[src/hdl/fbfl_pkg.sv]
// Types and constants of the fixed block free list allocator.
// No dependencies; used by every other file but the macro header and fbfl_ram, through scoped names.
package fbfl_pkg;

  localparam int unsigned MAX_BLOCKS = 1024;
  localparam int unsigned WORD_BYTES = 8;

  localparam int unsigned IDX_W    = 10;
  localparam int unsigned CNT_W    = 11;
  localparam int unsigned OFS_W    = 20;
  localparam int unsigned POOL_W   = 21;
  localparam int unsigned BLK_W    = 17;
  localparam int unsigned STRIDE_W = 17;
  localparam int unsigned PROD_W   = IDX_W + STRIDE_W;

  localparam int unsigned CFG_IDX_W  = 8;
  localparam int unsigned CFG_DATA_W = 21;

  localparam int unsigned DIV_STEPS = POOL_W;
  localparam int unsigned DIV_CNT_W = $clog2(DIV_STEPS);

  localparam logic [CNT_W-1:0]    END_MARK     = CNT_W'(MAX_BLOCKS);
  localparam logic [POOL_W-1:0]   HEADER_BYTES = POOL_W'(3 * WORD_BYTES);
  localparam logic [PROD_W-1:0]   PAYLOAD_BASE = PROD_W'(4 * WORD_BYTES);
  localparam logic [BLK_W-1:0]    BLOCK_CAP    = BLK_W'(65536);
  localparam logic [STRIDE_W:0]   WORD_MASK    = (STRIDE_W + 1)'(WORD_BYTES - 1);
  localparam logic [POOL_W-1:0]   COUNT_CAP    = POOL_W'(MAX_BLOCKS);

  localparam logic [CFG_IDX_W-1:0] REG_POOL_BYTES  = CFG_IDX_W'(0);
  localparam logic [CFG_IDX_W-1:0] REG_BLOCK_BYTES = CFG_IDX_W'(1);

  typedef enum logic [1:0] {
    ACT_INIT  = 2'd0,
    ACT_ALLOC = 2'd1,
    ACT_FREE  = 2'd2,
    ACT_NOP   = 2'd3
  } action_e;

  typedef enum logic [1:0] {
    ST_OK        = 2'd0,
    ST_EMPTY     = 2'd1,
    ST_BAD_INDEX = 2'd2
  } status_e;

  // controller -> datapath
  typedef struct packed {
    logic start;
    logic div_step;
    logic link_wr;
    logic commit;
  } cmd_t;

  // datapath -> controller
  typedef struct packed {
    logic div_last;
    logic link_last;
    logic count_zero;
    logic out_free;
  } sts_t;

endpackage

[src/hdl/fbfl_ctrl.sv]
// Allocator controller: sequences accept, divide, link sweep and commit.
// Depends on fbfl_pkg.
module fbfl_ctrl (
  input  logic           clk_i,
  input  logic           rst_ni,
  input  logic           req_valid_i,
  input  logic [1:0]     req_action_i,
  output logic           req_ready_o,
  input  fbfl_pkg::sts_t sts_i,
  output fbfl_pkg::cmd_t cmd_o
);

  typedef enum logic [3:0] {
    S_IDLE = 4'b0001,
    S_DIV  = 4'b0010,
    S_LINK = 4'b0100,
    S_EXEC = 4'b1000
  } state_e;

  state_e state_q, state_d;

  always_comb begin
    state_d     = state_q;
    cmd_o       = '0;
    req_ready_o = 1'b0;
    case (state_q)
      S_IDLE: begin
        req_ready_o = 1'b1;
        if (req_valid_i) begin
          cmd_o.start = 1'b1;
          state_d = (req_action_i == fbfl_pkg::ACT_INIT) ? S_DIV : S_EXEC;
        end
      end
      S_DIV: begin
        cmd_o.div_step = 1'b1;
        if (sts_i.div_last) begin
          state_d = S_LINK;
        end
      end
      S_LINK: begin
        cmd_o.link_wr = ~sts_i.count_zero;
        if (sts_i.count_zero || sts_i.link_last) begin
          state_d = S_EXEC;
        end
      end
      S_EXEC: begin
        // hold until the result register can take the item
        cmd_o.commit = sts_i.out_free;
        if (sts_i.out_free) begin
          state_d = S_IDLE;
        end
      end
      default: begin
        state_d = S_IDLE;
      end
    endcase
  end

  always_ff @(posedge clk_i or negedge rst_ni) begin
    if (!rst_ni) begin
      state_q <= S_IDLE;
    end else begin
      state_q <= state_d;
    end
  end

endmodule

[config.mk]
export PLATFORM = sky130hd
export DESIGN_NAME = fbfl_ctrl
export DESIGN_NICKNAME = d
export VERILOG_FILES = /design/src/hdl/fbfl_pkg.sv /design/src/hdl/fbfl_ctrl.sv
export SDC_FILE = /design/constraint.sdc
export NUM_CORES = 1
export LEC_CHECK = 0
export BUFFER_PORTS_ARGS = -buffer_cell sky130_fd_sc_hd__buf_2
export CAP_MARGIN = 5
export CORE_AREA = 3 3 40 42
export DETAILED_ROUTE_END_ITERATION = 16
export DIE_AREA = 0 0 43 45
export SETUP_SLACK_MARGIN = 0.02
export SYNTH_ARGS = -nofsm -noshare
export SYNTH_HDL_FRONTEND = slang
export SYNTH_SLANG_ARGS = --single-unit
export TNS_END_PERCENT = 5
[constraint.sdc]
create_clock -name clk_i -period 2.5 [get_ports clk_i]
set_clock_uncertainty 0.2 [all_clocks]
set_input_delay 0.125 -clock clk_i [delete_from_list [all_inputs] [get_ports clk_i]]
set_output_delay 0.125 -clock clk_i [all_outputs]
set_load 0.02 [all_outputs]
==> results of run 1 <==
==> per-stage QoR <==
step	hold WS, ns	utilization
after floorplan	-0.371	-
after detailed placement	-0.266	0.277
after global placement	-0.267	0.277
after global routing	0.0306	0.352
final	0.0204	0.352
after CTS	0.0177	0.352
==> logic make-up (layout without fill, tap and decap cells) <==
family | Yosys count | after routing
AND/OR/NAND/NOR | 12 | 12
AO/OA/AOI/OAI | 6 | 6
buffers and inverters | 3 | 27
flip-flops | 4 | 4
XOR/XNOR | 1 | 1
==> placed cells by master, fill, tap and decap left out, drive strengths merged <==
cell / netlist / layout
a21oi: 1 / 1
a22o: 1 / 1
buf: 0 / 13
clkbuf: 0 / 4
dfrtp: 3 / 3
dfstp: 1 / 1
dlygate4sd3: 0 / 7
inv: 3 / 3
nand2: 1 / 1
nor2: 4 / 4
nor2b: 1 / 1
nor3b: 1 / 1
nor4b: 3 / 3
o21ai: 1 / 1
o221ai: 1 / 1
o311a: 1 / 1
o32ai: 1 / 1
or3: 1 / 1
or4b: 1 / 1
xnor2: 1 / 1
==> worst max-delay path by stage <==
stage                                   to  slack (ns)  cells after the start
floorplan                         cmd_o[3]        0.76                      3
finish              state_q[1]$_DFFE_PN0P_        0.48                      4
global placement                  cmd_o[0]        0.91                      3
detailed placement                cmd_o[0]        0.89                      3
CTS                 state_q[1]$_DFFE_PN0P_        0.45                      4
global route        state_q[3]$_DFFE_PN0P_        0.35                      4
==> area by class of cell <==
type | count | share of cell area
Multi-Input combinational cell | 19 | 0.352
Timing Repair Buffer | 20 | 0.299
Sequential cell | 4 | 0.224
Clock buffer | 4 | 0.0582
Tap cell | 15 | 0.0416
Inverter | 3 | 0.0249
==> per-layer routing <==
metal,vias up,global-route usage,wire length [um]
met5,-,0,0
met4,0,0.0361,0
met3,0,0.0478,52
met2,14,0.111,295
met1,129,0.107,301
li1,146,-,-
==> worst register-to-register path, stage by stage, from the launching register on <==
cell,delay (ns)
dfstp_2,0.57
nor4b_2,0.27
nand2_2,0.14
o32ai_2,0.20
dlygate4sd3_1,0.57
==> power by group <==
group	total, mW	switching, mW	internal [mW]
combinational	0.146	0.0712	0.0750
clock	0.0889	0.0289	0.0601
sequential	0.120	0.0314	0.0886
==> summary.md, run 1 <==
| Metric | Value |
|---|---|
| Status | completed |
| Maximum fanout along the worst path | 6 |
| First-pass GRT wire length | 1150 um |
| Ports | 14 |
| Cell variety after synth | 18 |
| Die Ht | 45 um |
| Net Count, Synth | 35 |
| Compound-Gate Fraction of Synth Area | 0.221 |
| Total track usage | 0.0828 |
| Area grow syn2layout | 66.4% |
| Initial antenna violation count | 0 |
| H-tree depth | 1 |
| Worst path slowest cell | dfstp_2 |
| Non-filler cells, final | 65 |
| Reg2reg setup slack | 0.48 ns |
| Mapped Area | 272 um^2 |
| Max reg flops | 4 |
| Final WL | 649 um |
| # Max-Cap Violations | 0 |
| Final Cell Area | 452 um^2 |
| CTS root buf | clkbuf_4 |
| Unrepaired setup endpoints after global routing | false |
| DR WL/cell | 9.98 um |
| Placed instance count | 54 |
| Flops & latches, synth | 4 |
| Syn. warnings | 0 |
| CP Data Arrival Time | 2.00 ns |
| Largest family of logic cells by synthesized area | simple AND/OR/NAND/NOR gates |
| Worst r2r dst | state_q[1]$_DFFE_PN0P_ |
| Final critical-path setup slack | 0.475 ns |
| Minimum clock period | 2.02 ns |
| Worst-margin pin slew | 0.414 ns |
| Critical path launch point type | register |
| Slew headroom | 0.720 |
| # fillers | 139 |
| CP Capture Type | register |
| Post-synth ARST share | 1.00 |
| Largest cells by area after synthesis | dfrtp_1 28%, nor4b_2 11%, dfstp_2 9.7% |
| CP startpoint | state_q[0]$_DFFE_PN1P_ |
| Hold buffers post-CTS | 7 |
| Vias | 289 |
| Worst-Skew Late Latency | 0.24 ns |
| Starting Density | 0.211 |
| Reg clk slew, reported paths | 0.04 ns |
| Primary FF master, synth | dfrtp_1 |
| Synth top cells by count | 4 x nor2_1, 3 x dfrtp_1, 3 x inv_1 |
| Area of the multi-input gates | 159 um^2 |
| Final nets | 60 |
| CP delay by family, top | flip-flops |
| Total Power | 0.355 mW |
| Pwr/cell area | 786 mW/mm^2 |
| Core Rows | 13 |
| Fmax | 0.494 GHz |
| Xor and xnor area share after synthesis | 0.0323 |
| Core area | 0.00128 mm^2 |
| CTS resizes | 0 |
| Worst hold path type | primary input to asynchronous set/reset pin |
| Gr ovfl total | 0 |
| CP bufs+invs | 1 |
| Post-route ant nets | 0 |
| Worst r2r path cells | 4 |
| Syn Inst Count | 26 |
| Setup tns final | 0 ns |
| Leakage | 0.208 nW |
| Die Area | 0.00194 mm^2 |
| Cell Area, Placed | 355 um^2 |
| Cell with the most instances after synthesis | nor2_1 |
| Post-CTS Setup Inserts | 0 |
| Reg2Reg Launch Point | state_q[0]$_DFFE_PN1P_ |
| Final setup violation count | 0 |
| Vias in the first global route | 274 |
| CTS tree | done |
| Number of iterations in the first detailed-routing pass | 3 |
| Mux contribution to synthesized area | 0 |
| DRC viols | 0 |
| Worst slack, placed | 0.893 ns |
| Slew Limit Fails | 0 |
| Hpwl dp | 478 um |
| Drt initial violations | 5 |
| Critical Path RT | 2.47 ns |
| CTS buffer count | 3 |
| Critical path's largest stage delay | 0.57 ns |
| Sequence of cells on the critical path | nor4b_2 -> nand2_2 -> o32ai_2 -> dlygate4sd3_1 |
| DIE WIDTH | 43 um |
| Layout cells sized above 1 | 0.440 |
| Port bufs | 13 |
| Routability cong. | 0.697 |
| Sequential-to-total area share from yosys stat | 0.373 |
| Syn avg cell area | 10.4 um^2 |
| Largest regs | state_q x4 |
| Clk sinks | 4 |
| Worst IR drop on VDD | 0.261 mV |
| Dominant cell type by area after synthesis | dfrtp_1 |
| Most flops, register | state_q |
| CTS max path bufs | 2 |
| Fin crit share | 0.810 |
| Post-synth top area share | 0.276 |
| Seq. cell area | 101 um^2 |
| Final Hold Fails | 0 |
| Simple-gate area share of the yosys netlist | 0.332 |
| Post-Synth Adder-Cell Area | 0 |
| Kind of critical path | register to register |
| Post-synth EDFFs | 0 |
| Largest net degree at the start of global routing | 8 |
| # diodes | 0 |
| Vias per inst | 4.45 |
Power figures use the tool's default switching activity.
==> inputs of run 2 (changes only) <==
Clock period 2.5 ns to 1.7 ns, I/O delays scaled along.
==> run 2 against run 1 <==
Effect of this change:
- the run now ends with setup timing left
- clock power rose by 47%
- core utilization is 6.5 points higher
- sequential power is 55% higher
- critical path depth is 1 lower
- critical path type is now register to primary output
- largest cell class is now non-clock buffers
==> summary.md, run 2 (synthesis gave the netlist of run 1 again) <==
| Metric | Value |
|---|---|
| Reg2reg setup slack | 0.15 ns (-0.33 ns) |
| First-pass GRT wire length | 1300 um (+13%) |
| # diodes | 0 (unchanged) |
| Critical path's largest stage delay | 0.52 ns (-0.05 ns) |
| Final nets | 65 (+8.3%) |
| Worst r2r dst | state_q[1]$_DFFE_PN0P_ |
| # Max-Cap Violations | 0 (unchanged) |
| Leakage | 0.236 nW (+14%) |
| Layout cells sized above 1 | 0.582 (+0.142) |
| CTS max path bufs | 2 (unchanged) |
| Total track usage | 0.0945 (+0.0117) |
| Failing checks | setup timing |
| CTS root buf | clkbuf_4 |
| Core area | 0.00128 mm^2 (unchanged) |
| Minimum clock period | 1.71 ns |
| Gr ovfl total | 0 (unchanged) |
| Pwr/cell area | 1100 mW/mm^2 (+40%) |
| Maximum fanout along the worst path | 6 (unchanged) |
| Number of iterations in the first detailed-routing pass | 2 (-1) |
| CP startpoint | state_q[1]$_DFFE_PN0P_ |
| Cell Area, Placed | 379 um^2 (+6.7%) |
| Worst hold path type | primary input to register |
| Die Ht | 45 um (unchanged) |
| Commonest non-fill, non-tap cell in the layout | buf_2 |
| Port bufs | 13 (unchanged) |
| Worst path slowest cell | or4b_4 |
| Slew headroom | 0.785 (+0.0647) |
| Placed instance count | 56 (+3.7%) |
| Reg clk slew, reported paths | 0.04 ns (about the same) |
| Die Area | 0.00194 mm^2 (unchanged) |
| Initial antenna violation count | 0 (unchanged) |
| Status | complete, but fails checks |
| Fmax | 0.585 GHz |
| Unrepaired setup endpoints after global routing | true |
| Worst-margin pin slew | 0.322 ns (-0.0921 ns) |
| # fillers | 125 (-10%) |
| DRC viols | 0 (unchanged) |
| Max reg flops | 4 (unchanged) |
| Final setup violation count | 1 (+1) |
| Hpwl dp | 525 um (+9.9%) |
| Worst r2r path cells | 4 (unchanged) |
| Critical Path RT | 1.41 ns (-1.06 ns) |
| Vias in the first global route | 352 (+28%) |
| CTS tree | done |
| Clk sinks | 4 (unchanged) |
| Area grow syn2layout | 97.2% |
| Commonest cells after routing, fill and taps aside | 10 x buf_2, 8 x dlygate4sd3_1, 5 x buf_4 |
| Final Cell Area | 536 um^2 (+19%) |
| Worst Hold Launch | req_valid_i |
| H-tree depth | 1 (unchanged) |
| Core Rows | 13 (unchanged) |
| Final Hold Fails | 0 (unchanged) |
| Worst-Skew Late Latency | 0.24 ns (about the same) |
| DR WL/cell | 10.6 um (+6.6%) |
| Kind of critical path | register to primary output |
| Slew Limit Fails | 0 (unchanged) |
| Fin crit share | 1.01 |
| Largest net degree at the start of global routing | 8 (unchanged) |
| Sequence of cells on the critical path | or4b_4 -> nor2_4 -> buf_6 |
| Drt initial violations | 1 (-4) |
| Final critical-path setup slack | -0.00853 ns (-0.484 ns) |
| Hold path depth | 4 |
| Critical path launch point type | register |
| Post-route ant nets | 0 (unchanged) |
| CP Data Arrival Time | 1.42 ns (-0.58 ns) |
| Worst slack, placed | 0.124 ns (-0.769 ns) |
| Non-filler cells, final | 70 (+7.7%) |
| Routability cong. | 0.716 (+2.8%) |
| Starting Density | 0.211 (unchanged) |
| DIE WIDTH | 43 um (unchanged) |
| Vias per inst | 4.39 (-1.4%) |
| CTS buffer count | 3 (unchanged) |
| Reg2Reg Launch Point | state_q[0]$_DFFE_PN1P_ |
| Setup tns final | -0.00853 ns (-0.00853 ns) |
| Total Power | 0.590 mW (+66%) |
| Vias | 307 (+6.2%) |
| Worst IR drop on VDD | 0.415 mV (+59%) |
| Most flops, register | state_q |
| Hold EP | state_q[0]$_DFFE_PN1P_ |
| Ports | 14 (unchanged) |
| Largest regs | state_q x4 |
| CP Capture Type | primary output |
| Final WL | 745 um (+15%) |
[run 2: changes by cell type in the layout (fill, tap and decap cells not counted), sizes merged]
| cell | delta |
|---|---|
| buf | +4 |
| dlygate4sd3 | +1 |
[run 2: per-layer routing]
layer	vias to the layer above	routed length, um	GRT usage
li1	155	-	-
met1	141	277	0.0829
met2	11	423	0.183
met3	0	43	0.0120
met4	0	0	0.0904
met5	-	0	0
[run 2: cell type report]
cell class | instances | area [um^2] | area share
Timing Repair Buffer | 25 | 190 | 0.355
Inverter | 3 | 11.3 | 0.0210
Clock buffer | 4 | 26.3 | 0.0491
Sequential cell | 4 | 104 | 0.194
Multi-Input combinational cell | 19 | 185 | 0.346
Tap cell | 15 | 18.8 | 0.0350
[run 2: worst max path at each step]
stage | end | cells after the start
finish | cmd_o[0] | 3
global route | cmd_o[0] | 3
CTS | cmd_o[0] | 3
detailed placement | cmd_o[0] | 3
global placement | cmd_o[0] | 3
floorplan | cmd_o[0] | 2
[run 2: critical path, delay by kind of cell (launching register included)]
family / cells / cell delay (ns)
buffers and inverters: 1 / 0.12
flip-flops: 1 / 0.44
AND/OR/NAND/NOR: 2 / 0.62
[run 2: repair_timing]
| item | CTS | global route |
|---|---|---|
| hold endpoints to repair | 7 | 0 |
| buffers inserted | 2 | 0 |
| resized for setup | 9 | 3 |
| endpoints found under the setup margin | 3 | 4 |
| pin swaps | 2 | 1 |
| hold buffers | 8 | 0 |
[run 2: through the flow]
step,utilization,hold slack (ns)
2_1_floorplan,-,-0.411
3_3_place_gp,0.295,-0.309
3_5_place_dp,0.295,-0.308
4_1_cts,0.412,0.0332
5_1_grt,0.417,0.0802
6_report,0.417,0.0459
[run 2: where the power goes]
group	leakage [nW]	switching, mW	internal, mW	total (mW)
Sequential	0.0483	0.0529	0.133	0.186
Clock	0.0150	0.0425	0.0883	0.131
Combinational	0.173	0.120	0.153	0.273
Total	0.236	0.216	0.374	0.590
==> inputs of run 3 (changes only) <==
Settings changed: ABC_AREA set to 1, RECOVER_POWER set to 50.
==> run 3 against run 2 <==
Effect of this change:
- the flow now finishes without violations
- flip-flop and latch count stayed put
- fmax is 6.1% higher
- power is 5.7% higher
- critical endpoint is now state_q[2]$_DFFE_PN0P_
- non-clock buffer count is 5 lower
- largest cell class is now multi-input gates
==> summary.md, run 3 <==
| Metric | Value |
|---|---|
| Pwr/cell area | 1320 mW/mm^2 (+20%) |
| Post-CTS Setup Inserts | 0 (-2) |
| Final WL | 701 um (-5.9%) |
| Critical Path RT | 1.68 ns (+0.27 ns) |
| Mapped Area | 292 um^2 (+7.4%) |
| Drt initial violations | 6 (+5) |
| # Max-Cap Violations | 0 (unchanged) |
| CP Data Arrival Time | 1.59 ns (+0.17 ns) |
| Worst slack, placed | 0.344 ns (+0.220 ns) |
| Non-filler cells, final | 87 (+24%) |
| DR WL/cell | 8.06 um (-24%) |
| Commonest non-fill, non-tap cell in the layout | nand2_1 |
| Unrepaired setup endpoints after global routing | false |
| Vias | 344 (+12%) |
| Area grow syn2layout | 61.4% |
| Worst hold path type | primary input to register |
| Final setup violation count | 0 (-1) |
| Total Power | 0.623 mW (+5.7%) |
| Core area | 0.00128 mm^2 (unchanged) |
| Commonest cells after routing, fill and taps aside | 16 x nand2_1, 12 x buf_2, 9 x nor2_1 |
| Largest regs | state_q x4 |
| Die Ht | 45 um (unchanged) |
| Reg clk slew, reported paths | 0.04 ns (about the same) |
| Kind of critical path | primary input to register |
| Post-synth top area share | 0.258 (-0.0190) |
| Final Hold Fails | 0 (unchanged) |
| Fin crit share | 0.947 (-0.0581) |
| Minimum clock period | 1.61 ns (-0.0988 ns) |
| Sequential-to-total area share from yosys stat | 0.348 (-0.0256) |
| Setup tns final | 0 ns (+0.00853 ns) |
| Vias in the first global route | 318 (-9.7%) |
| Primary FF master, synth | dfrtp_1 |
| Cell with the most instances after synthesis | nand2_1 |
| Leakage | 0.286 nW (+21%) |
| Clk sinks | 4 (unchanged) |
| Placed instance count | 76 (+36%) |
| Final nets | 82 (+26%) |
| Largest net degree at the start of global routing | 5 (-3) |
| Starting Density | 0.227 (+0.0156) |
| Final critical-path setup slack | 0.0903 ns (+0.0988 ns) |
| Slew headroom | 0.843 (+0.0578) |
| Vias per inst | 3.95 (-9.8%) |
| Maximum fanout along the worst path | 2 (-4) |
| Dominant cell type by area after synthesis | dfrtp_1 |
| Net Count, Synth | 57 (+63%) |
| Critical path launch point type | primary input |
| Initial antenna violation count | 0 (unchanged) |
| Ports | 14 (unchanged) |
| Status | completed |
| Post-route ant nets | 0 (unchanged) |
| Routability cong. | 0.784 (+9.5%) |
| Syn. warnings | 0 (unchanged) |
| Die Area | 0.00194 mm^2 (unchanged) |
| Total track usage | 0.0860 (-0.00850) |
| Gr ovfl total | 0 (unchanged) |
| Most flops, register | state_q |
| First-pass GRT wire length | 1210 um (-6.9%) |
| Worst-Skew Late Latency | 0.24 ns (about the same) |
| CP Capture Type | register |
| Syn avg cell area | 6.07 um^2 (-42%) |
| Port bufs | 13 (unchanged) |
| H-tree depth | 1 (unchanged) |
| Post-synth EDFFs | 0 (unchanged) |
| Layout cells sized above 1 | 0.333 (-0.248) |
| Slew Limit Fails | 0 (unchanged) |
| Cell variety after synth | 11 (-7) |
| Worst-margin pin slew | 0.235 ns (-0.0867 ns) |
| Max reg flops | 4 (unchanged) |
| CTS max path bufs | 2 (unchanged) |
| Worst IR drop on VDD | 0.465 mV (+12%) |
| Core Rows | 13 (unchanged) |
| Fmax | 0.621 GHz (+6.1%) |
| DRC viols | 0 (unchanged) |
| Largest cells by area after synthesis | dfrtp_1 26%, nand2_1 21%, nor2_1 12% |
| Flops & latches, synth | 4 (unchanged) |
| # diodes | 0 (unchanged) |
| CTS root buf | clkbuf_4 |
| DIE WIDTH | 43 um (unchanged) |
| CTS tree | done |
| Syn Inst Count | 48 (+85%) |
| Post-synth ARST share | 1.00 (unchanged) |
| Synth top cells by count | 16 x nand2_1, 9 x nor2_1, 8 x inv_1 |
| Hpwl dp | 540 um (+3.0%) |
| Number of iterations in the first detailed-routing pass | 4 (+2) |
| CTS buffer count | 3 (unchanged) |
==> run 3: cell types whose count changed in the layout (fill, tap and decap cells not counted), moves of 2 or more <==
cell,previous run,this run
buf_2,10,12
inv_1,2,8
nand3_1,0,3
nor2_1,3,9
buf_4,5,0
nand2_1,0,16
buf_6,2,0
nor2_2,0,4
dfrtp_1,1,3
nor4b_2,2,0
dfrtp_2,2,0
==> run 3: cells by family after synthesis <==
family / count (synthesis) / share of synthesized area
flops: 4 / 0.348
simple gates: 35 / 0.536
buf+inv: 9 / 0.116
==> run 3: metrics by stage <==
step           utilization  hold WS, ns  cell area [um^2]
6_report             0.366      0.00804               470
5_1_grt              0.366       0.0445               470
4_1_cts              0.367      0.00169               472
3_5_place_dp         0.292       -0.307               375
3_3_place_gp         0.292       -0.308               375
2_1_floorplan            -       -0.411               292
==> run 3: final cells by class <==
| class | instances | area [um^2] |
|---|---|---|
| fill | 147 | 815 |
| multi-input combinational | 35 | 156 |
| timing repair buffer | 20 | 134 |
| sequential | 4 | 101 |
| inverter | 9 | 33.8 |
| clock buffer | 4 | 26.3 |
| tap | 15 | 18.8 |
==> run 3: repair_timing <==
action | in CTS | in global routing
hold buffers | 7 | 0
hold endpoints to repair | 8 | 0
setup endpoints to repair | 0 | 1
resized for setup | 0 | 1
==> run 3: path summary, 6_finish.rpt <==
| kind | from | endpoint | slack (ns) | cells past startpoint |
|---|---|---|---|---|
| setup / recovery | sts_i[2] | state_q[2]$_DFFE_PN0P_ | 0.09 | 6 |
| hold / removal | req_action_i[0] | state_q[1]$_DFFE_PN0P_ | 0.008 | 5 |
| setup reg to reg | state_q[0]$_DFFE_PN1P_ | state_q[2]$_DFFE_PN0P_ | 0.10 | 4 |
| hold reg to reg | state_q[1]$_DFFE_PN0P_ | state_q[0]$_DFFE_PN1P_ | 0.39 | 3 |
| max in group asynchronous | rst_ni | state_q[1]$_DFFE_PN0P_ | 0.60 | 3 |
| min in group asynchronous | rst_ni | state_q[0]$_DFFE_PN1P_ | 0.13 | 2 |
==> run 3: worst max-delay path, stage by stage <==
cell           delay (ns)
dlygate4sd3_1        0.53
buf_2                0.12
nor2_1               0.12
nand3_2              0.09
dlygate4sd3_1        0.57
nand2_1              0.07
==> run 3: report_power, final <==
| part | leakage [nW] | internal, mW | switching [mW] |
|---|---|---|---|
| combinational | 0.220 | 0.114 | 0.211 |
| clock | 0.0150 | 0.0882 | 0.0415 |
| sequential | 0.0509 | 0.137 | 0.0312 |
==> run 3: routing by layer <==
layer	vias up	wire (um)	track usage	share of wire
met5	-	0	0	0
met4	0	0	0.0542	0
met3	0	53	0.0359	0.076
met2	13	342	0.123	0.49
met1	145	305	0.107	0.44
li1	186	-	-	-
